**src/design/sfsp_pkg.sv**
```systemverilog
`timescale 1ns / 1ps
// ----------------------------------------------------------------------------
// sfsp_pkg
// shared types and codes of the shutter and focus sequence player
// ----------------------------------------------------------------------------
package sfsp_pkg;

  localparam int SEQ_LEN_DEF = 32;
  localparam int TICK_MS_DEF = 1;

  localparam int OPER_W  = 2;
  localparam int INDEX_W = 5;
  localparam int BYTE_W  = 8;
  localparam int STOP_W  = 2;
  localparam int MS_W    = 16;

  // operation codes on the input side
  localparam logic [OPER_W-1:0] OPER_WRITE = 2'd0;
  localparam logic [OPER_W-1:0] OPER_START = 2'd1;
  localparam logic [OPER_W-1:0] OPER_TICK  = 2'd2;

  // program opcodes
  localparam logic [BYTE_W-1:0] OP_END         = 8'd0;
  localparam logic [BYTE_W-1:0] OP_FOCUS_ON    = 8'd1;
  localparam logic [BYTE_W-1:0] OP_FOCUS_OFF   = 8'd2;
  localparam logic [BYTE_W-1:0] OP_SHUTTER_ON  = 8'd3;
  localparam logic [BYTE_W-1:0] OP_SHUTTER_OFF = 8'd4;
  localparam logic [BYTE_W-1:0] OP_DELAY       = 8'd5;

  // stop causes
  localparam logic [STOP_W-1:0] STOP_NONE      = 2'd0;
  localparam logic [STOP_W-1:0] STOP_END       = 2'd1;
  localparam logic [STOP_W-1:0] STOP_UNKNOWN   = 2'd2;
  localparam logic [STOP_W-1:0] STOP_EXHAUSTED = 2'd3;

  typedef enum logic [1:0] {
    KIND_NONE,
    KIND_WRITE,
    KIND_START,
    KIND_TICK
  } kind_t;

  typedef struct packed {
    kind_t               kind;
    logic [INDEX_W-1:0]  index;
    logic [BYTE_W-1:0]   value;
  } item_t;

  // head of the queue between front and back
  typedef struct packed {
    logic  valid;
    item_t item;
  } head_t;

  typedef enum logic [2:0] {
    ST_IDLE,
    ST_FETCH,
    ST_EXEC,
    ST_LO,
    ST_HI,
    ST_DONE
  } state_t;

endpackage

```
**src/design/sfsp_front.sv**
```systemverilog
`timescale 1ns / 1ps
// ----------------------------------------------------------------------------
// sfsp_front
// takes input words, classifies them and holds them in a two-entry queue
// ----------------------------------------------------------------------------
module sfsp_front #(
  parameter int SEQ_LEN = sfsp_pkg::SEQ_LEN_DEF
) (
  input  logic                          clk,
  input  logic                          rst,
  input  logic                          in_valid,
  output logic                          in_ready,
  input  logic [sfsp_pkg::OPER_W-1:0]   in_oper,
  input  logic [sfsp_pkg::INDEX_W-1:0]  in_index,
  input  logic [sfsp_pkg::BYTE_W-1:0]   in_value,
  output sfsp_pkg::head_t               head,
  input  logic                          pop
);
  import sfsp_pkg::*;

  item_t      slots [2];
  logic       wr_ptr;
  logic       rd_ptr;
  logic [1:0] count;
  logic       push;
  item_t      item_in;

  // classify: out-of-range writes and the unused code become no-op items
  always_comb begin
    item_in.index = in_index;
    item_in.value = in_value;
    case (in_oper)
      OPER_WRITE: item_in.kind = (32'(in_index) < 32'(SEQ_LEN)) ? KIND_WRITE : KIND_NONE;
      OPER_START: item_in.kind = KIND_START;
      OPER_TICK:  item_in.kind = KIND_TICK;
      default:    item_in.kind = KIND_NONE;
    endcase
  end

  assign in_ready   = (count != 2'd2);
  assign push       = in_valid && in_ready;
  assign head.valid = (count != 2'd0);
  assign head.item  = slots[rd_ptr];

  always_ff @(posedge clk) begin
    if (push) begin
      slots[wr_ptr] <= item_in;
    end
  end

  always_ff @(posedge clk) begin
    if (rst) begin
      wr_ptr <= 1'b0;
      rd_ptr <= 1'b0;
      count  <= 2'd0;
    end else begin
      if (push) begin
        wr_ptr <= ~wr_ptr;
      end
      if (pop) begin
        rd_ptr <= ~rd_ptr;
      end
      case ({push, pop})
        2'b10:   count <= count + 2'd1;
        2'b01:   count <= count - 2'd1;
        default: count <= count;
      endcase
    end
  end

endmodule

```
**src/design/sfsp_back.sv**
```systemverilog
`timescale 1ns / 1ps
// ----------------------------------------------------------------------------
// sfsp_back
// program store and command sequencer with a registered result word
// ----------------------------------------------------------------------------
module sfsp_back #(
  parameter int SEQ_LEN = sfsp_pkg::SEQ_LEN_DEF,
  parameter int TICK_MS = sfsp_pkg::TICK_MS_DEF
) (
  input  logic             clk,
  input  logic             rst,
  input  sfsp_pkg::head_t  head,
  output logic             pop,
  output logic             out_valid,
  input  logic             out_ready,
  output logic [7:0]       out_data
);
  import sfsp_pkg::*;

  localparam int AW = (SEQ_LEN > 1) ? $clog2(SEQ_LEN) : 1;
  localparam int PW = $clog2(SEQ_LEN + 1);
  localparam logic [MS_W-1:0] TickMs = MS_W'(TICK_MS);

  logic [BYTE_W-1:0] mem [SEQ_LEN];
  logic [BYTE_W-1:0] rd_data;
  logic              mem_we;
  logic              rd_en;
  logic [AW-1:0]     rd_addr;

  state_t            state, state_next;
  logic [PW-1:0]     pc, pc_next;
  logic [MS_W-1:0]   rem, rem_next;
  logic              running, running_next;
  logic              focus, focus_next;
  logic              shutter, shutter_next;
  logic [STOP_W-1:0] last_stop, last_stop_next;
  logic [BYTE_W-1:0] lo, lo_next;
  logic              out_load;

  logic [MS_W-1:0]   rem_sub;
  logic [MS_W-1:0]   ms;
  logic              pc_end;
  logic              delay_past;
  logic              out_free;

  assign rem_sub    = rem - TickMs;
  assign ms         = {rd_data, lo};
  assign pc_end     = (pc >= PW'(SEQ_LEN));
  assign delay_past = (({1'b0, pc} + (PW+1)'(2)) > (PW+1)'(SEQ_LEN));
  assign out_free   = !out_valid || out_ready;

  // next state
  always_comb begin
    state_next = state;
    case (state)
      ST_IDLE: begin
        if (head.valid) begin
          case (head.item.kind)
            KIND_START: state_next = running ? ST_DONE : ST_FETCH;
            KIND_TICK:  state_next = (running && rem_sub < TickMs) ? ST_FETCH : ST_DONE;
            default:    state_next = ST_DONE;
          endcase
        end
      end
      ST_FETCH: state_next = pc_end ? ST_DONE : ST_EXEC;
      ST_EXEC: begin
        case (rd_data)
          OP_FOCUS_ON, OP_FOCUS_OFF, OP_SHUTTER_ON, OP_SHUTTER_OFF: state_next = ST_FETCH;
          OP_DELAY: state_next = delay_past ? ST_DONE : ST_LO;
          default:  state_next = ST_DONE;
        endcase
      end
      ST_LO:   state_next = ST_HI;
      ST_HI:   state_next = (ms < TickMs) ? ST_FETCH : ST_DONE;
      ST_DONE: state_next = out_free ? ST_IDLE : ST_DONE;
      default: state_next = ST_IDLE;
    endcase
  end

  // outputs and datapath
  always_comb begin
    pop            = 1'b0;
    mem_we         = 1'b0;
    rd_en          = 1'b0;
    rd_addr        = pc[AW-1:0];
    out_load       = 1'b0;
    pc_next        = pc;
    rem_next       = rem;
    running_next   = running;
    focus_next     = focus;
    shutter_next   = shutter;
    last_stop_next = last_stop;
    lo_next        = lo;
    case (state)
      ST_IDLE: begin
        if (head.valid) begin
          pop = 1'b1;
          case (head.item.kind)
            KIND_WRITE: mem_we = 1'b1;
            KIND_START: begin
              if (!running) begin
                pc_next        = '0;
                last_stop_next = STOP_NONE;
              end
            end
            KIND_TICK: begin
              if (running) begin
                rem_next = rem_sub;
                if (rem_sub < TickMs) begin
                  running_next = 1'b0;
                end
              end
            end
            default: ;
          endcase
        end
      end
      ST_FETCH: begin
        if (pc_end) begin
          running_next   = 1'b0;
          rem_next       = '0;
          last_stop_next = STOP_EXHAUSTED;
        end else begin
          rd_en   = 1'b1;
          pc_next = pc + PW'(1);
        end
      end
      ST_EXEC: begin
        case (rd_data)
          OP_FOCUS_ON:    focus_next   = 1'b1;
          OP_FOCUS_OFF:   focus_next   = 1'b0;
          OP_SHUTTER_ON:  shutter_next = 1'b1;
          OP_SHUTTER_OFF: shutter_next = 1'b0;
          OP_DELAY: begin
            if (delay_past) begin
              running_next   = 1'b0;
              rem_next       = '0;
              last_stop_next = STOP_EXHAUSTED;
            end else begin
              rd_en   = 1'b1;
              pc_next = pc + PW'(1);
            end
          end
          OP_END: begin
            running_next   = 1'b0;
            rem_next       = '0;
            last_stop_next = STOP_END;
          end
          default: begin
            running_next   = 1'b0;
            rem_next       = '0;
            last_stop_next = STOP_UNKNOWN;
          end
        endcase
      end
      ST_LO: begin
        lo_next = rd_data;
        rd_en   = 1'b1;
        pc_next = pc + PW'(1);
      end
      ST_HI: begin
        if (ms >= TickMs) begin
          rem_next     = ms;
          running_next = 1'b1;
        end
      end
      ST_DONE: out_load = out_free;
      default: ;
    endcase
  end

  // program store, registered read
  always_ff @(posedge clk) begin
    if (mem_we) begin
      mem[AW'(head.item.index)] <= head.item.value;
    end
    if (rd_en) begin
      rd_data <= mem[rd_addr];
    end
  end

  always_ff @(posedge clk) begin
    lo <= lo_next;
    if (out_load) begin
      out_data <= {3'b000, last_stop, running, shutter, focus};
    end
  end

  always_ff @(posedge clk) begin
    if (rst) begin
      state     <= ST_IDLE;
      pc        <= '0;
      rem       <= '0;
      running   <= 1'b0;
      focus     <= 1'b0;
      shutter   <= 1'b0;
      last_stop <= STOP_NONE;
      out_valid <= 1'b0;
    end else begin
      state     <= state_next;
      pc        <= pc_next;
      rem       <= rem_next;
      running   <= running_next;
      focus     <= focus_next;
      shutter   <= shutter_next;
      last_stop <= last_stop_next;
      if (out_load) begin
        out_valid <= 1'b1;
      end else if (out_ready) begin
        out_valid <= 1'b0;
      end
    end
  end

endmodule

```
**src/design/shutter_focus_sequence_player.sv**
```systemverilog
`timescale 1ns / 1ps
// ----------------------------------------------------------------------------
// shutter_focus_sequence_player
// cable-release sequencer: byte program store, run on start, delays on ticks
// ----------------------------------------------------------------------------
// results: a write, a tick inside a delay or an ignored word gives its result
//   word through the IDLE and DONE states; a run steps each one-byte command
//   through FETCH and EXEC, and a delay command also through LO and HI
// flow: one word at a time through the sequencer; the next word is popped
//   only after the result word of the last one has been loaded
// reset: control state, line levels and stop cause cleared; the program store
//   keeps no reset value and is undefined until written, no clearing pass
module shutter_focus_sequence_player #(
  parameter int SEQ_LEN = sfsp_pkg::SEQ_LEN_DEF,
  parameter int TICK_MS = sfsp_pkg::TICK_MS_DEF
) (
  input  logic        clk,
  input  logic        rst,
  input  logic        s_axis_tvalid,
  output logic        s_axis_tready,
  input  logic [15:0] s_axis_tdata,   // index[4:0], byte_value[12:5], zero pad
  input  logic [1:0]  s_axis_tuser,   // operation[1:0]
  output logic        m_axis_tvalid,
  input  logic        m_axis_tready,
  output logic [7:0]  m_axis_tdata    // focus_level[0], shutter_level[1],
                                      // busy_res[2], stop_cause[4:3], zero pad
);
  import sfsp_pkg::*;

  head_t head;
  logic  pop;

  // front: classifies incoming words and queues them
  sfsp_front #(
    .SEQ_LEN (SEQ_LEN)
  ) u_front (
    .clk      (clk),
    .rst      (rst),
    .in_valid (s_axis_tvalid),
    .in_ready (s_axis_tready),
    .in_oper  (s_axis_tuser),
    .in_index (s_axis_tdata[4:0]),
    .in_value (s_axis_tdata[12:5]),
    .head     (head),
    .pop      (pop)
  );

  // back: store, sequencer and result register
  sfsp_back #(
    .SEQ_LEN (SEQ_LEN),
    .TICK_MS (TICK_MS)
  ) u_back (
    .clk       (clk),
    .rst       (rst),
    .head      (head),
    .pop       (pop),
    .out_valid (m_axis_tvalid),
    .out_ready (m_axis_tready),
    .out_data  (m_axis_tdata)
  );

  // the sequencer never takes from an empty queue
  assert property (@(posedge clk) disable iff (rst) pop |-> head.valid)
    else $error("pop from empty queue");

  // the front only stalls when the queue holds work
  assert property (@(posedge clk) disable iff (rst) !s_axis_tready |-> head.valid)
    else $error("front stalled with empty queue");

  // a run waiting in a delay has no stop cause
  assert property (@(posedge clk) disable iff (rst)
    (m_axis_tvalid && m_axis_tdata[2]) |-> (m_axis_tdata[4:3] == STOP_NONE))
    else $error("busy with stop cause set");

  // pops never come back to back; each popped item gets its result word first
  assert property (@(posedge clk) disable iff (rst) pop |=> !pop)
    else $error("back-to-back pops");

endmodule
```
**config.mk**
```make
export PLATFORM = sky130hd
export DESIGN_NAME = shutter_focus_sequence_player
export DESIGN_NICKNAME = d
export VERILOG_FILES = /design/src/design/sfsp_pkg.sv /design/src/design/sfsp_front.sv /design/src/design/sfsp_back.sv /design/src/design/shutter_focus_sequence_player.sv
export SDC_FILE = /design/constraint.sdc
export NUM_CORES = 1
export LEC_CHECK = 0
export ABC_AREA = 1
export BUFFER_PORTS_ARGS = -buffer_cell sky130_fd_sc_hd__buf_2
export CAP_MARGIN = 20
export CORE_MARGIN = 8
export CORE_UTILIZATION = 55
export DETAILED_ROUTE_END_ITERATION = 10
export PLACE_DENSITY = 0.79
export SYNTH_ARGS = -nofsm -noshare
export SYNTH_HDL_FRONTEND = slang
export SYNTH_SLANG_ARGS = --single-unit
```
**constraint.sdc**
```tcl
create_clock -name clk -period 2.78 [get_ports clk]
set_input_delay 0.278 -clock clk [delete_from_list [all_inputs] [get_ports clk]]
set_output_delay 0.278 -clock clk [all_outputs]
set_load 0.02 [all_outputs]
```
==> summary.md <==
| Metric | Value |
|---|---|
| Sequential area share after synthesis | 0.691 |
| Pwr Density | 1010 nW/um2 |
| Core region area | 25,800 um2 |
| CP arrival | 2.77 ns |
| FMAX | 0.392 GHz |
| Clk_lat worst skew | 0.51 ns |
| First-iteration detailed-routing DRC count | 1,246 |
| Most common cell after layout, fill and taps aside | edfxtp_1 |
| Synthesis-to-layout area growth | 13.8% |
| Post-CTS Resized | 0 |
| Layout cells sized above 1 | 0.112 |
| CP endpoint | u_back.mem[16][5] |
| Fraction of registers with async set or reset after synthesis | 0 |
| Post-synth EDFFs | 307 |
| Clock slew at reported path FFs | 0.06 ns |
| R2r worst-path depth | 10 |
| Routed vias | 10,000 |
| Power Total | 16.4 mW |
| Num CTS Buffers | 35 |
| PnR worst setup slack | 0.230 ns |
| Skew final | 0.0157 ns |
| H-tree depth | 2 |
| Hold crit path type | in -> reg |
| P_sw | 5.92 mW |
| Fin. Hold Viols | 0 |
| Dpl ws | 0.271 ns |
| CP Launch Type | register |
| R2R Setup Slk | 0.23 ns |
| Total grt overflow | 0 |
| Largest net degree at the start of global routing | 134 |
| Die W | 178 um |
| CP Max Fanout | 8 |
| DIE AREA | 31,600 um2 |
| Most frequent cells in the layout | edfxtp_1 (307), nor2_1 (277), nand2_1 (157), o21ai_0 (153), inv_1 (68) |
| CP startpoint | u_back.state[1] |
| Final #Nets | 1,397 |
| Critical Path RT | 3.00 ns |
| First-pass GRT wire length | 50,900 um |
| Unrepaired setup endpoints after global routing | no |
| Syn Area/Cell | 11.1 um2 |
| Prevailing post-synth register cell | edfxtp_1 |
| Max Slew Vio Count | 0 |
| Period Utilization, post-route | 0.917 |
| Lkg Pwr | 5.84 nW |
| Relative slew slack | 0.480 |
| Via density | 5.80 |
| CTS sink cnt | 343 |
| Sequential share of power | 0.408 |
| CP Capture Type | register |
| Residual DRC count | 0 |
| Yosys reg bits | 343 |
| TritonCTS clock tree | done |
| Hold slack | 0.0898 ns |
| Cell Int Power | 10.5 mW |
| Worst VDD drop | 835 uV |
| Drt wl/cell | 18.9 um |
| Placed cell areas | 15,200 um2 |
| Crit path time final | 2.55 ns |
| Die H | 178 um |
| Root Buffer | clkbuf_16 |
| Routability cong. | 0.867 |
| Final core occ | 0.633 |
| Cell area after layout | 16,400 um2 |
| Bufs on Longest Clock Path | 3 |
| Final setup fails | 0 |
| Sw Share | 0.360 |
| GRT Total Usage | 0.207 |
| Worst-margin pin slew | 0.780 ns |
| Initial Util | 0.557 |
| Post-route ant nets | 0 |
| Clock power share | 0.264 |
| Initial antenna violation count | 0 |
| Gate power share | 0.328 |
| R2r endpoint | u_back.mem[16][5] |
| DP HPWL | 20,000 um |
| Placed cells | 1,653 |
| Post-Layout Cell Count | 1,728 |
| # Max-Cap Violations | 0 |
| Fin Setup TNS | 0 ns |
| Post-synth cell types | 43 |
| Mapped Cells | 1,290 |
| Vias in the first global route | 9,586 |
| Reg-to-Reg Start | u_back.state[1] |
| Mapped Area | 14,400 um2 |
| Number of cell rows | 59 |
| Setup CP Type | reg -> reg |
| Final WL | 32,700 um |
| Syn. warnings | 0 |
| Outcome | completed |
| 1st-pass router iterations | 5 |
| Number of diodes | 0 |
| # port buffers | 25 |
| I/O Pins | 32 |
[sequential cells by signal, indices dropped and copies added, names as in the netlist, named ones only]
signal / flops
u_back.focus: 1
u_back.out_valid: 1
u_back.rd_data: 8
u_front.count: 2
u_front.slots: 30
u_front.wr_ptr: 1
u_back.pc: 6
u_back.out_data: 5
u_back.last_stop: 2
u_back.rem: 16
u_back.lo: 8
u_front.rd_ptr: 1
u_back.shutter: 1
u_back.mem: 256
u_back.running: 1
u_back.state: 3
[cells by family (layout without fill, tap and decap cells)]
logic type / Yosys count / after routing / share of synthesized area
AOI/OAI and AO/OA: 277 / 277 / 0.108
xor gates and xnor gates: 5 / 5 / 0.00304
adders and majority gates: 7 / 7 / 0.00609
buffers and inverters: 137 / 238 / 0.0375
DFF: 343 / 343 / 0.691
muxes: 8 / 8 / 0.00626
other: 1 / 3 / 0.000261
and+or+nand+nor: 512 / 512 / 0.147
[cell type report]
class	instances	area, um2
repair buffers	97	736
clock buffers	48	987
clock inverters	14	72.6
inverters	79	298
multi-input cells	812	3910
flip-flops and latches	343	9940
fillers	1910	9470
well taps	335	419
[worst min path at each step]
stage | start | to | slack [ns] | cells after the start
after detailed placement | u_back.last_stop[0] | u_back.out_data[3] | 0.43 | 0
after floorplan | s_axis_tdata[5] | u_front.slots[0][0] | 0.38 | 0
after global placement | u_back.shutter | u_back.out_data[1] | 0.41 | 0
after global routing | s_axis_tvalid | u_front.wr_ptr | 0.11 | 3
final | s_axis_tvalid | u_front.wr_ptr | 0.09 | 3
after CTS | s_axis_tvalid | u_front.wr_ptr | 0.08 | 3
[what timing repair did]
item,4_1_cts,5_1_grt
setup buffers,0,0
hold buffers,13,0
endpoints found under the hold margin,26,0
[worst max-delay path, cell delays in order, from the launching register on]
cell     delay (ns)
dfxtp_1        0.36
nor2_2         0.22
inv_2          0.08
nor2_4         0.12
inv_2          0.06
nor2_1         0.25
nand2_1        0.19
nor2_1         0.18
nand2_1        0.37
nor2_1         0.24
buf_4          0.20
[Yosys cell counts, types with 4 or more instances]
cell,instances,share of area
a21oi_1,28,0.0097
dfxtp_1,36,0.050
inv_2,7,0.0018
o21bai_1,4,0.0021
o21ai_0,153,0.053
nor2_1,277,0.072
edfxtp_1,307,0.64
nor3_1,10,0.0035
nand3_1,38,0.013
nand4_1,14,0.0061
buf_2,5,0.0017
ha_1,7,0.0061
a31oi_1,12,0.0052
mux2_2,8,0.0063
clkbuf_1,48,0.013
o22ai_1,49,0.021
inv_1,69,0.018
o211ai_1,13,0.0068
xor2_1,5,0.0030
o221ai_1,8,0.0049
nand2_1,157,0.041
[power groups by stage]
stage | Combinational, mW | Sequential, mW | Clock (mW)
floorplan | 3.80 | 6.75 | 0
global placement | 5.14 | 6.80 | 0
detailed placement | 5.29 | 6.82 | 0
CTS | 5.35 | 6.72 | 4.39
global route | 6.03 | 6.76 | 4.60
finish | 5.40 | 6.72 | 4.34
[per-layer routing]
| layer | part of all wire | GRT usage | vias to the layer above |
|---|---|---|---|
| met1 | 0.37 | 0.258 | 4671 |
| li1 | - | - | 4720 |
| met3 | 0.091 | 0.0338 | 91 |
| met2 | 0.50 | 0.360 | 538 |
| met5 | 0 | 0 | - |
| met4 | 0.032 | 0.0757 | 0 |
No activity file was read; power rests on OpenSTA's default activity.
